### config.mk
export PLATFORM = sky130hd
export DESIGN_NAME = piq_diff
export DESIGN_NICKNAME = d
export VERILOG_FILES = /design/src/rtl/piq_pkg.sv /design/src/rtl/piq_diff.sv
export SDC_FILE = /design/constraint.sdc
export NUM_CORES = 1
export LEC_CHECK = 0
export BUFFER_PORTS_ARGS = -buffer_cell sky130_fd_sc_hd__clkbuf_2
export CORE_UTILIZATION = 50
export CTS_CLUSTER_DIAMETER = 30
export DETAILED_ROUTE_END_ITERATION = 10
export GPL_TIMING_DRIVEN = 0
export PLACE_DENSITY = 0.8
export SLEW_MARGIN = 15
export SYNTH_ARGS = -nofsm -noshare
export SYNTH_HDL_FRONTEND = slang
export SYNTH_SLANG_ARGS = --single-unit
### constraint.sdc
create_clock -name i_clk -period 2.5 [get_ports i_clk]
set_input_delay 0 -clock i_clk [delete_from_list [all_inputs] [get_ports i_clk]]
set_output_delay 0 -clock i_clk [all_outputs]
set_load 0.05 [all_outputs]
### src/rtl/piq_pkg.sv
// Shared widths, types and helpers of the point-in-quad test.
package piq_pkg;

    localparam int COORD_W = 24;
    localparam int DIFF_W  = COORD_W + 1;
    localparam int PROD_W  = 2 * DIFF_W;
    localparam int CROSS_W = PROD_W + 1;

    typedef logic signed [COORD_W-1:0] t_coord;
    typedef logic signed [DIFF_W-1:0]  t_diff;
    typedef logic signed [PROD_W-1:0]  t_prod;
    typedef logic signed [CROSS_W-1:0] t_cross;

    // Edge vectors of one triangle (A,B,C) against query point P
    typedef struct packed {
        t_diff e0x;
        t_diff e0y;
        t_diff e1x;
        t_diff e1y;
        t_diff dpx;
        t_diff dpy;
        t_diff bpx;
        t_diff bpy;
        t_diff cpx;
        t_diff cpy;
    } t_tri_diff;

    typedef struct packed {
        logic neg;
        logic zero;
    } t_sign;

    // Register enables of the difference, product and sign stages
    typedef struct packed {
        logic en_diff;
        logic en_mul;
        logic en_sgn;
    } t_pipe_ctl;

    function automatic logic tri_inside(t_sign sd, t_sign sv, t_sign sw, t_sign su);
        tri_inside = !sd.zero && (sv == sd) && (sw == sd) && (su == sd);
    endfunction

endpackage

### src/rtl/piq_diff.sv
// First stage: edge and point difference vectors of one triangle.
module piq_diff import piq_pkg::*; (
    input  logic      i_clk,
    input  t_pipe_ctl i_ctl,
    input  t_coord    i_px,
    input  t_coord    i_py,
    input  t_coord    i_ax,
    input  t_coord    i_ay,
    input  t_coord    i_bx,
    input  t_coord    i_by,
    input  t_coord    i_cx,
    input  t_coord    i_cy,
    output t_tri_diff o_diff
);

    t_tri_diff r_diff;
    t_tri_diff n_diff;

    always_comb begin
        n_diff.e0x = DIFF_W'(i_bx) - DIFF_W'(i_ax);
        n_diff.e0y = DIFF_W'(i_by) - DIFF_W'(i_ay);
        n_diff.e1x = DIFF_W'(i_cx) - DIFF_W'(i_ax);
        n_diff.e1y = DIFF_W'(i_cy) - DIFF_W'(i_ay);
        n_diff.dpx = DIFF_W'(i_px) - DIFF_W'(i_ax);
        n_diff.dpy = DIFF_W'(i_py) - DIFF_W'(i_ay);
        n_diff.bpx = DIFF_W'(i_bx) - DIFF_W'(i_px);
        n_diff.bpy = DIFF_W'(i_by) - DIFF_W'(i_py);
        n_diff.cpx = DIFF_W'(i_cx) - DIFF_W'(i_px);
        n_diff.cpy = DIFF_W'(i_cy) - DIFF_W'(i_py);
    end

    always_ff @(posedge i_clk) begin
        if (i_ctl.en_diff) begin
            r_diff <= n_diff;
        end
    end

    assign o_diff = r_diff;

endmodule

# Word level (Yosys, flattened, before mapping)
# Index checks and enable logic that the tools add are counted.
classes:
  addsub: 10
ops:
  columns: ["op", "n"]
  rows:
  - ["subtractor 24 x 24 -> 25 bit", 10]
word_totals:
  elab_cells: 20
  out_inout_bits: 250
  input_bits: 196
  register_bits: 250

# Depth between registers and ports, before layout
# Gate-level depths: netlist (run 1).
logic_depth:
  ltp_word: 1
  ltp_mapped: 11
  depth_no_buf: 11

# Worst setup path before layout (run 1)
# No wires, ideal clock.
synth_path:
  path_type: "in2reg"
  startpoint: "input port i_cx[0]"
  endpoint: "register r_diff (netlist bit o_diff[47]) (data pin)"
  path_stages: 11
  required_ns: 2.228
  n_path_buf: 0
  setup_slack_ns: 0.254
  arrival_ns: 1.975
  setup_ns: 0.272
  path_cell_list: "inv_1 -> ha_1 -> fa_1 -> nor2b_1 -> o21ai_1 -> a211oi_1 -> nor2_1 -> o31ai_2 -> a31oi_1 -> nand3_1 -> o311ai_1"
synth_lines:
  columns: ["element", "line_no", "source"]
  rows:
  - ["from (decl)", "piq_diff.sv:11", "input t_coord i_cx,"]
  - ["to (signal assigned)", "piq_diff.sv:34", "r_diff <= n_diff;"]
  - ["to (decl)", "piq_diff.sv:16", "t_tri_diff r_diff;"]

==> results.txt, run 1 <==
Vias/cell -> 5.79
status -> complete, but fails checks
Leak -> 12.1 nW
per-cell routed wire length -> 20.3 um
Worst slew margin -> 0.516
Power Density -> 847 mW/mm^2
top_reg_cell synth -> edfxtp_1
vias -> 18456
final design utilization -> 0.671
area leader, netlist -> edfxtp_1
Synth Area in XOR/XNOR -> 0.0805
first-pass GRT wire length -> 96400 um
post-synth net total -> 2460
IO Count -> 446
violated checks -> hold timing
Hold Vio Cnt, Final -> 1
Compound-Gate Fraction of Synth Area -> 0.214
WP buf/inv -> 2
Yosys warnings -> 0
clock buffer depth -> 3
Fmax achieved -> 404 MHz
max incr delay on CP -> 0.59 ns
post-synthesis adder-cell area fraction -> 0.164
largest family of logic cells by synthesized area -> compound AO/OA/AOI/OAI gates
Crit path max-delay family -> compound AO/OA/AOI/OAI gates
EDFF count, synth -> 250
ys async rst share -> 0
Residual DRC -> 0
Crit Path Max Fanout -> 4
H-tree level count -> 3
DRT antenna net count -> 0
critical path class -> in -> reg
net count reported at finish -> 3063
All-Layer GR Usage -> 0.315
Placer Congestion -> 0.984
area delta synth->final -> 32.4%
worst hold slack -> -0.000465 ns
crit path capture type -> flip-flop
slowest cell on the critical path -> dlygate4sd3_1
Critical Path Source Type -> primary input
CTS sink cnt -> 250
post-synth cell types -> 77
CTS tree -> done
MaxCap Viol Count -> 0
post-layout min period -> 2.47 ns
Die Ht -> 200 um
CTS root buf -> clkbuf_16
Mapped Area -> 0.0196 mm^2
die span in x -> 200 um
die area -> 0.0400 mm^2
initial antenna violation count -> 2
Yosys top cell area share -> 0.383
largest net degree at the start of global routing -> 107
setup violators final -> 0
Worst setup endpoint -> o_diff[121]
max reg flops -> 250
vias in the first global route -> 18244
critical path data arrival time -> 2.78 ns
Least-Margin Pin Slew -> 0.719 ns
initial DRC count -> 1205
syn avg cell area -> 9.73 um^2
gr ovfl total -> 0
Post-Synth Simple-Gate Area -> 0.115
register clock-pin slew on the reported worst setup and hold paths -> 0.05 ns
DRT Wirelength -> 64600 um
Cells after Synth -> 2014
layout cells sized above 1 -> 0.221
setup bufs post-CTS -> 0
Worst Hold Class -> in -> reg
mux share of post-synthesis cell area -> 0.00109
RSZ-0062 raised after global routing -> true
Rows -> 72
starting density of the core -> 0.507
CTS buffer count -> 70
Tcrit/Tclk final -> 0.990
worst path required time -> 2.80 ns
worst path cell trace -> clkbuf_2 -> dlygate4sd3_1 -> ha_1 -> o21a_1 -> o21ai_1 -> a21oi_1 -> a211oi_4 -> nor4_1 -> nor2_1 -> xnor2_1
Core Area -> 0.0386 mm^2
Buffers on Ports -> 443
post-DP HPWL -> 49200 um
router iterations before antenna repair -> 6
CP Depth -> 10
Slew Limit Fails -> 0
Peak VDD IR -> 0.000576 V
CP startpoint -> i_py[2]
FF+latch count, synth -> 250
largest cells by area after synthesis -> edfxtp_1 38%, ha_1 15%, xnor2_1 5.5%
post-synthesis sequential area ratio -> 0.383
cells by family after synthesis:
logic type | Yosys count
compound gates | 640
flops | 250
xor+xnor | 180
simple gates | 469
buf+inv | 223
fa+ha+maj | 250
mux | 2
layout by cell type, fill, tap and decap left out, types with 20 or more instances in the layout:
cell / synthesis / layout
xor2_1: 57 / 57
dlygate4sd3_1: 0 / 86
o21ai_1: 43 / 43
a211oi_1: 22 / 20
nor2b_1: 43 / 43
xnor2_1: 123 / 123
o21a_1: 39 / 39
clkbuf_1: 27 / 30
a21o_1: 97 / 97
nor3_1: 31 / 31
clkbuf_16: 0 / 74
nand3_1: 45 / 45
o21ai_0: 71 / 71
a21oi_1: 186 / 184
edfxtp_1: 250 / 250
nand2b_1: 24 / 24
a31oi_1: 33 / 33
nor2_1: 137 / 137
inv_1: 194 / 194
clkbuf_2: 0 / 442
ha_1: 240 / 239
nand2_1: 116 / 115
where the power goes:
group	internal [mW]	switching (mW)	total (mW)	leakage (nW)
logic	2.08	4.93	7.01	8.48
registers	5.54	0.255	5.80	2.45
clock network	6.44	2.72	9.16	1.16
total	14.1	7.91	22.0	12.1
layer usage:
metal	GRT usage	vias up	share of wire
met5	0	-	0.00043
met4	0.129	4	0.038
met3	0.0785	159	0.092
met2	0.553	914	0.48
met1	0.366	8692	0.39
li1	-	8687	-
worst min path at each step:
stage / cells after the start / endpoint / startpoint
finish: 3 / o_diff[153] / i_cy[3]
detailed placement: 3 / o_diff[125] / i_ax[0]
global placement: 3 / o_diff[125] / i_ax[0]
floorplan: 0 / o_diff[0] / i_ctl[2]
CTS: 3 / o_diff[6] / i_cy[6]
global route: 3 / o_diff[153] / i_cy[3]
cells in the mapped netlist (33+ instances only):
cell type,count
inv_1,194
edfxtp_1,250
o21a_1,39
o21ai_1,43
nor2_1,137
nand2_1,116
nand3_1,45
nor2b_1,43
a21o_1,97
xnor2_1,123
o21ai_0,71
xor2_1,57
a31oi_1,33
a21oi_1,186
ha_1,240
metrics by stage:
stage	area, um^2	power, mW	instances	worst slack [ns]	setup TNS (ns)
finish	25900	22.0	3188	0.0261	0
global route	25900	22.8	3187	-0.0204	-0.0204
CTS	25800	21.9	3187	0.0134	0
detailed placement	22500	12.5	2977	-0.550	-18.26
global placement	22500	12.4	2975	-2.51	-637.00
floorplan	19600	10.7	2014	0.254	0
layout make-up:
class	count	area (um^2)
clock buffer	77	1860
multi-input combinational	1541	11400
clock inverter	47	552
antenna	1	2.50
fill	2838	12700
timing repair buffer	531	3140
tap	518	648
buffer	29	111
sequential	250	7510
inverter	194	728
timing repair:
item	in CTS	in global routing
setup endpoints to repair	1	27
hold buffers	86	0
gates resized for setup	1	22
endpoints found under the hold margin	142	0
pin swaps	0	2
Power figures use the tool's default switching activity.
==> run 2, diff against run 1 <==
CORE_MARGIN = 2   (was default)
==> results.txt, run 2 (synthesis gave the netlist of run 1 again) <==
post-layout min period -> 2.46 ns (was 2.47 ns)
pre-CTS setup slack -> -0.462 ns (was -0.550 ns)
Placer Congestion -> 0.975 (was 0.984)
Slew Limit Fails -> 0 (unchanged)
vias in the first global route -> 18748 (was 18244)
combinational fraction of design power -> 0.321 (was 0.319)
CTS root buf -> clkbuf_16 (unchanged)
DRT antenna net count -> 0 (unchanged)
Crit path max-delay family -> compound AO/OA/AOI/OAI gates (unchanged)
commonest non-fill, non-tap cell in the layout -> clkbuf_2 (unchanged)
worst path cell trace -> dlygate4sd3_1 -> clkbuf_2 -> ha_1 -> a21o_1 -> o21bai_1 -> o211a_1 -> a221oi_2 -> nor3_1 -> a311o_1 (was clkbuf_2 -> dlygate4sd3_1 -> ha_1 -> o21a_1 -> o21ai_1 -> a21oi_1 -> a211oi_4 -> nor4_1 -> nor2_1 -> xnor2_1)
Final WS setup -> 0.0446 ns (was 0.0261 ns)
switching power -> 7.97 mW (was 7.91 mW)
Peak VDD IR -> 0.000734 V (was 0.000576 V)
layout cells sized above 1 -> 0.220 (was 0.221)
clock buffer depth -> 3 (unchanged)
CTS sink cnt -> 250 (unchanged)
MaxCap Viol Count -> 0 (unchanged)
largest net degree at the start of global routing -> 94 (was 107)
status -> completed (was complete, but fails checks)
Sw Share -> 0.361 (was 0.360)
die span in x -> 202 um (was 200 um)
Worst Hold Class -> in -> reg (unchanged)
H-tree level count -> 3 (unchanged)
DRT Wirelength -> 65000 um (was 64600 um)
most frequent cells in the layout -> 442 x clkbuf_2, 250 x edfxtp_1, 239 x ha_1 (unchanged)
Worst slew margin -> 0.445 (was 0.516)
Internal -> 14.1 mW (about the same)
setup TNS -> 0 ns (unchanged)
initial DRC count -> 1364 (was 1205)
CTS tree -> done (unchanged)
critical path data arrival time -> 2.75 ns (was 2.78 ns)
Critical Path Source Type -> primary input (unchanged)
starting density of the core -> 0.507 (unchanged)
Fmax achieved -> 407 MHz (was 404 MHz)
post-DP HPWL -> 49600 um (was 49200 um)
worst path required time -> 2.80 ns (about the same)
first-pass GRT wire length -> 99800 um (was 96400 um)
WP buf/inv -> 2 (unchanged)
setup violators final -> 0 (unchanged)
Tot Pwr -> 22.1 mW (was 22.0 mW)
IO Count -> 446 (unchanged)
register clock-pin slew on the reported worst setup and hold paths -> 0.04 ns (was 0.05 ns)
Tcrit/Tclk final -> 0.982 (was 0.990)
clock share of power -> 0.416 (was 0.417)
max incr delay on CP -> 0.55 ns (was 0.59 ns)
worst hold slack -> 0.0241 ns (was -0.000465 ns)
Crit Path Max Fanout -> 5 (was 4)
gr ovfl total -> 0 (unchanged)
crit path capture type -> flip-flop (unchanged)
die area -> 0.0408 mm^2 (was 0.0400 mm^2)
critical path class -> in -> reg (unchanged)
Least-Margin Pin Slew -> 0.826 ns (was 0.719 ns)
Vias/cell -> 5.80 (was 5.79)
Core Area -> 0.0386 mm^2 (unchanged)
per-cell routed wire length -> 20.3 um (about the same)
sequential share of power -> 0.263 (was 0.264)
router iterations before antenna repair -> 6 (unchanged)
slowest cell on the critical path -> dlygate4sd3_1 (unchanged)
initial antenna violation count -> 6 (was 2)
net count reported at finish -> 3082 (was 3063)
Die Ht -> 202 um (was 200 um)
Residual DRC -> 0 (unchanged)
Power Density -> 844 mW/mm^2 (was 847 mW/mm^2)
vias -> 18622 (was 18456)
max reg flops -> 250 (unchanged)
Buffers on Ports -> 443 (unchanged)
Rows -> 72 (unchanged)
area delta synth->final -> 33.4% (was 32.4%)
Hold Vio Cnt, Final -> 0 (was 1)
All-Layer GR Usage -> 0.312 (was 0.315)
CTS buffer count -> 66 (was 70)
Leak -> 12.2 nW (was 12.1 nW)
-- run 2: cell types whose count changed in the layout (fill, tap and decap cells not counted), sizes merged, moves of 3 or more --
cell	change
bufinv	+3
clkinv	-7
inv	+6
dlygate4sd3	+21
-- run 2: worst paths after layout --
| path | start | to | slack (ns) | cells past startpoint |
|---|---|---|---|---|
| worst max-delay path | i_px[14] | o_diff[148] | 0.04 | 9 |
| worst min-delay path | i_cx[13] | o_diff[188] | 0.02 | 3 |
-- run 2: power by group through the flow --
stage	clock network (mW)	logic, mW	registers, mW
after global placement	0	6.55	5.89
after CTS	9.24	6.92	5.80
final	9.19	7.07	5.80
after detailed placement	0	6.67	5.85
after floorplan	0	2.64	8.11
after global routing	9.47	7.51	5.85
-- run 2: through the flow --
stage / std cells / util / area (um^2)
after floorplan: 2014 / - / 19600
after global placement: 2975 / 0.581 / 22500
after global routing: 3209 / 0.676 / 26100
after CTS: 3206 / 0.672 / 26000
after detailed placement: 2977 / 0.583 / 22500
final: 3209 / 0.676 / 26100
-- run 2: final cells by class --
cell class | count | area, um^2
fillers | 2795 | 12500
multi-input cells | 1541 | 11400
plain buffers | 29 | 111
inverters | 194 | 728
well taps | 518 | 648
flip-flops and latches | 250 | 7510
clock buffers | 75 | 1730
diodes | 1 | 2.50
clock inverters | 47 | 656
repair buffers | 554 | 3370
-- run 2: per-layer routing --
metal	global-route usage	up-vias	part of all wire
met5	0	-	0.0012
met4	0.107	10	0.032
met3	0.0864	146	0.093
met2	0.556	906	0.49
met1	0.360	8824	0.38
li1	-	8736	-
-- run 2: tightest hold or removal path: stages --
cell,delay [ns]
clkbuf_2,0.10
ha_1,0.24
xnor2_1,0.14
-- run 2: what timing repair did --
action	in CTS	in global routing
hold endpoints to repair	120	0
setup buffers	0	2
endpoints found under the setup margin	0	36
hold buffers	107	0
resized for setup	0	27
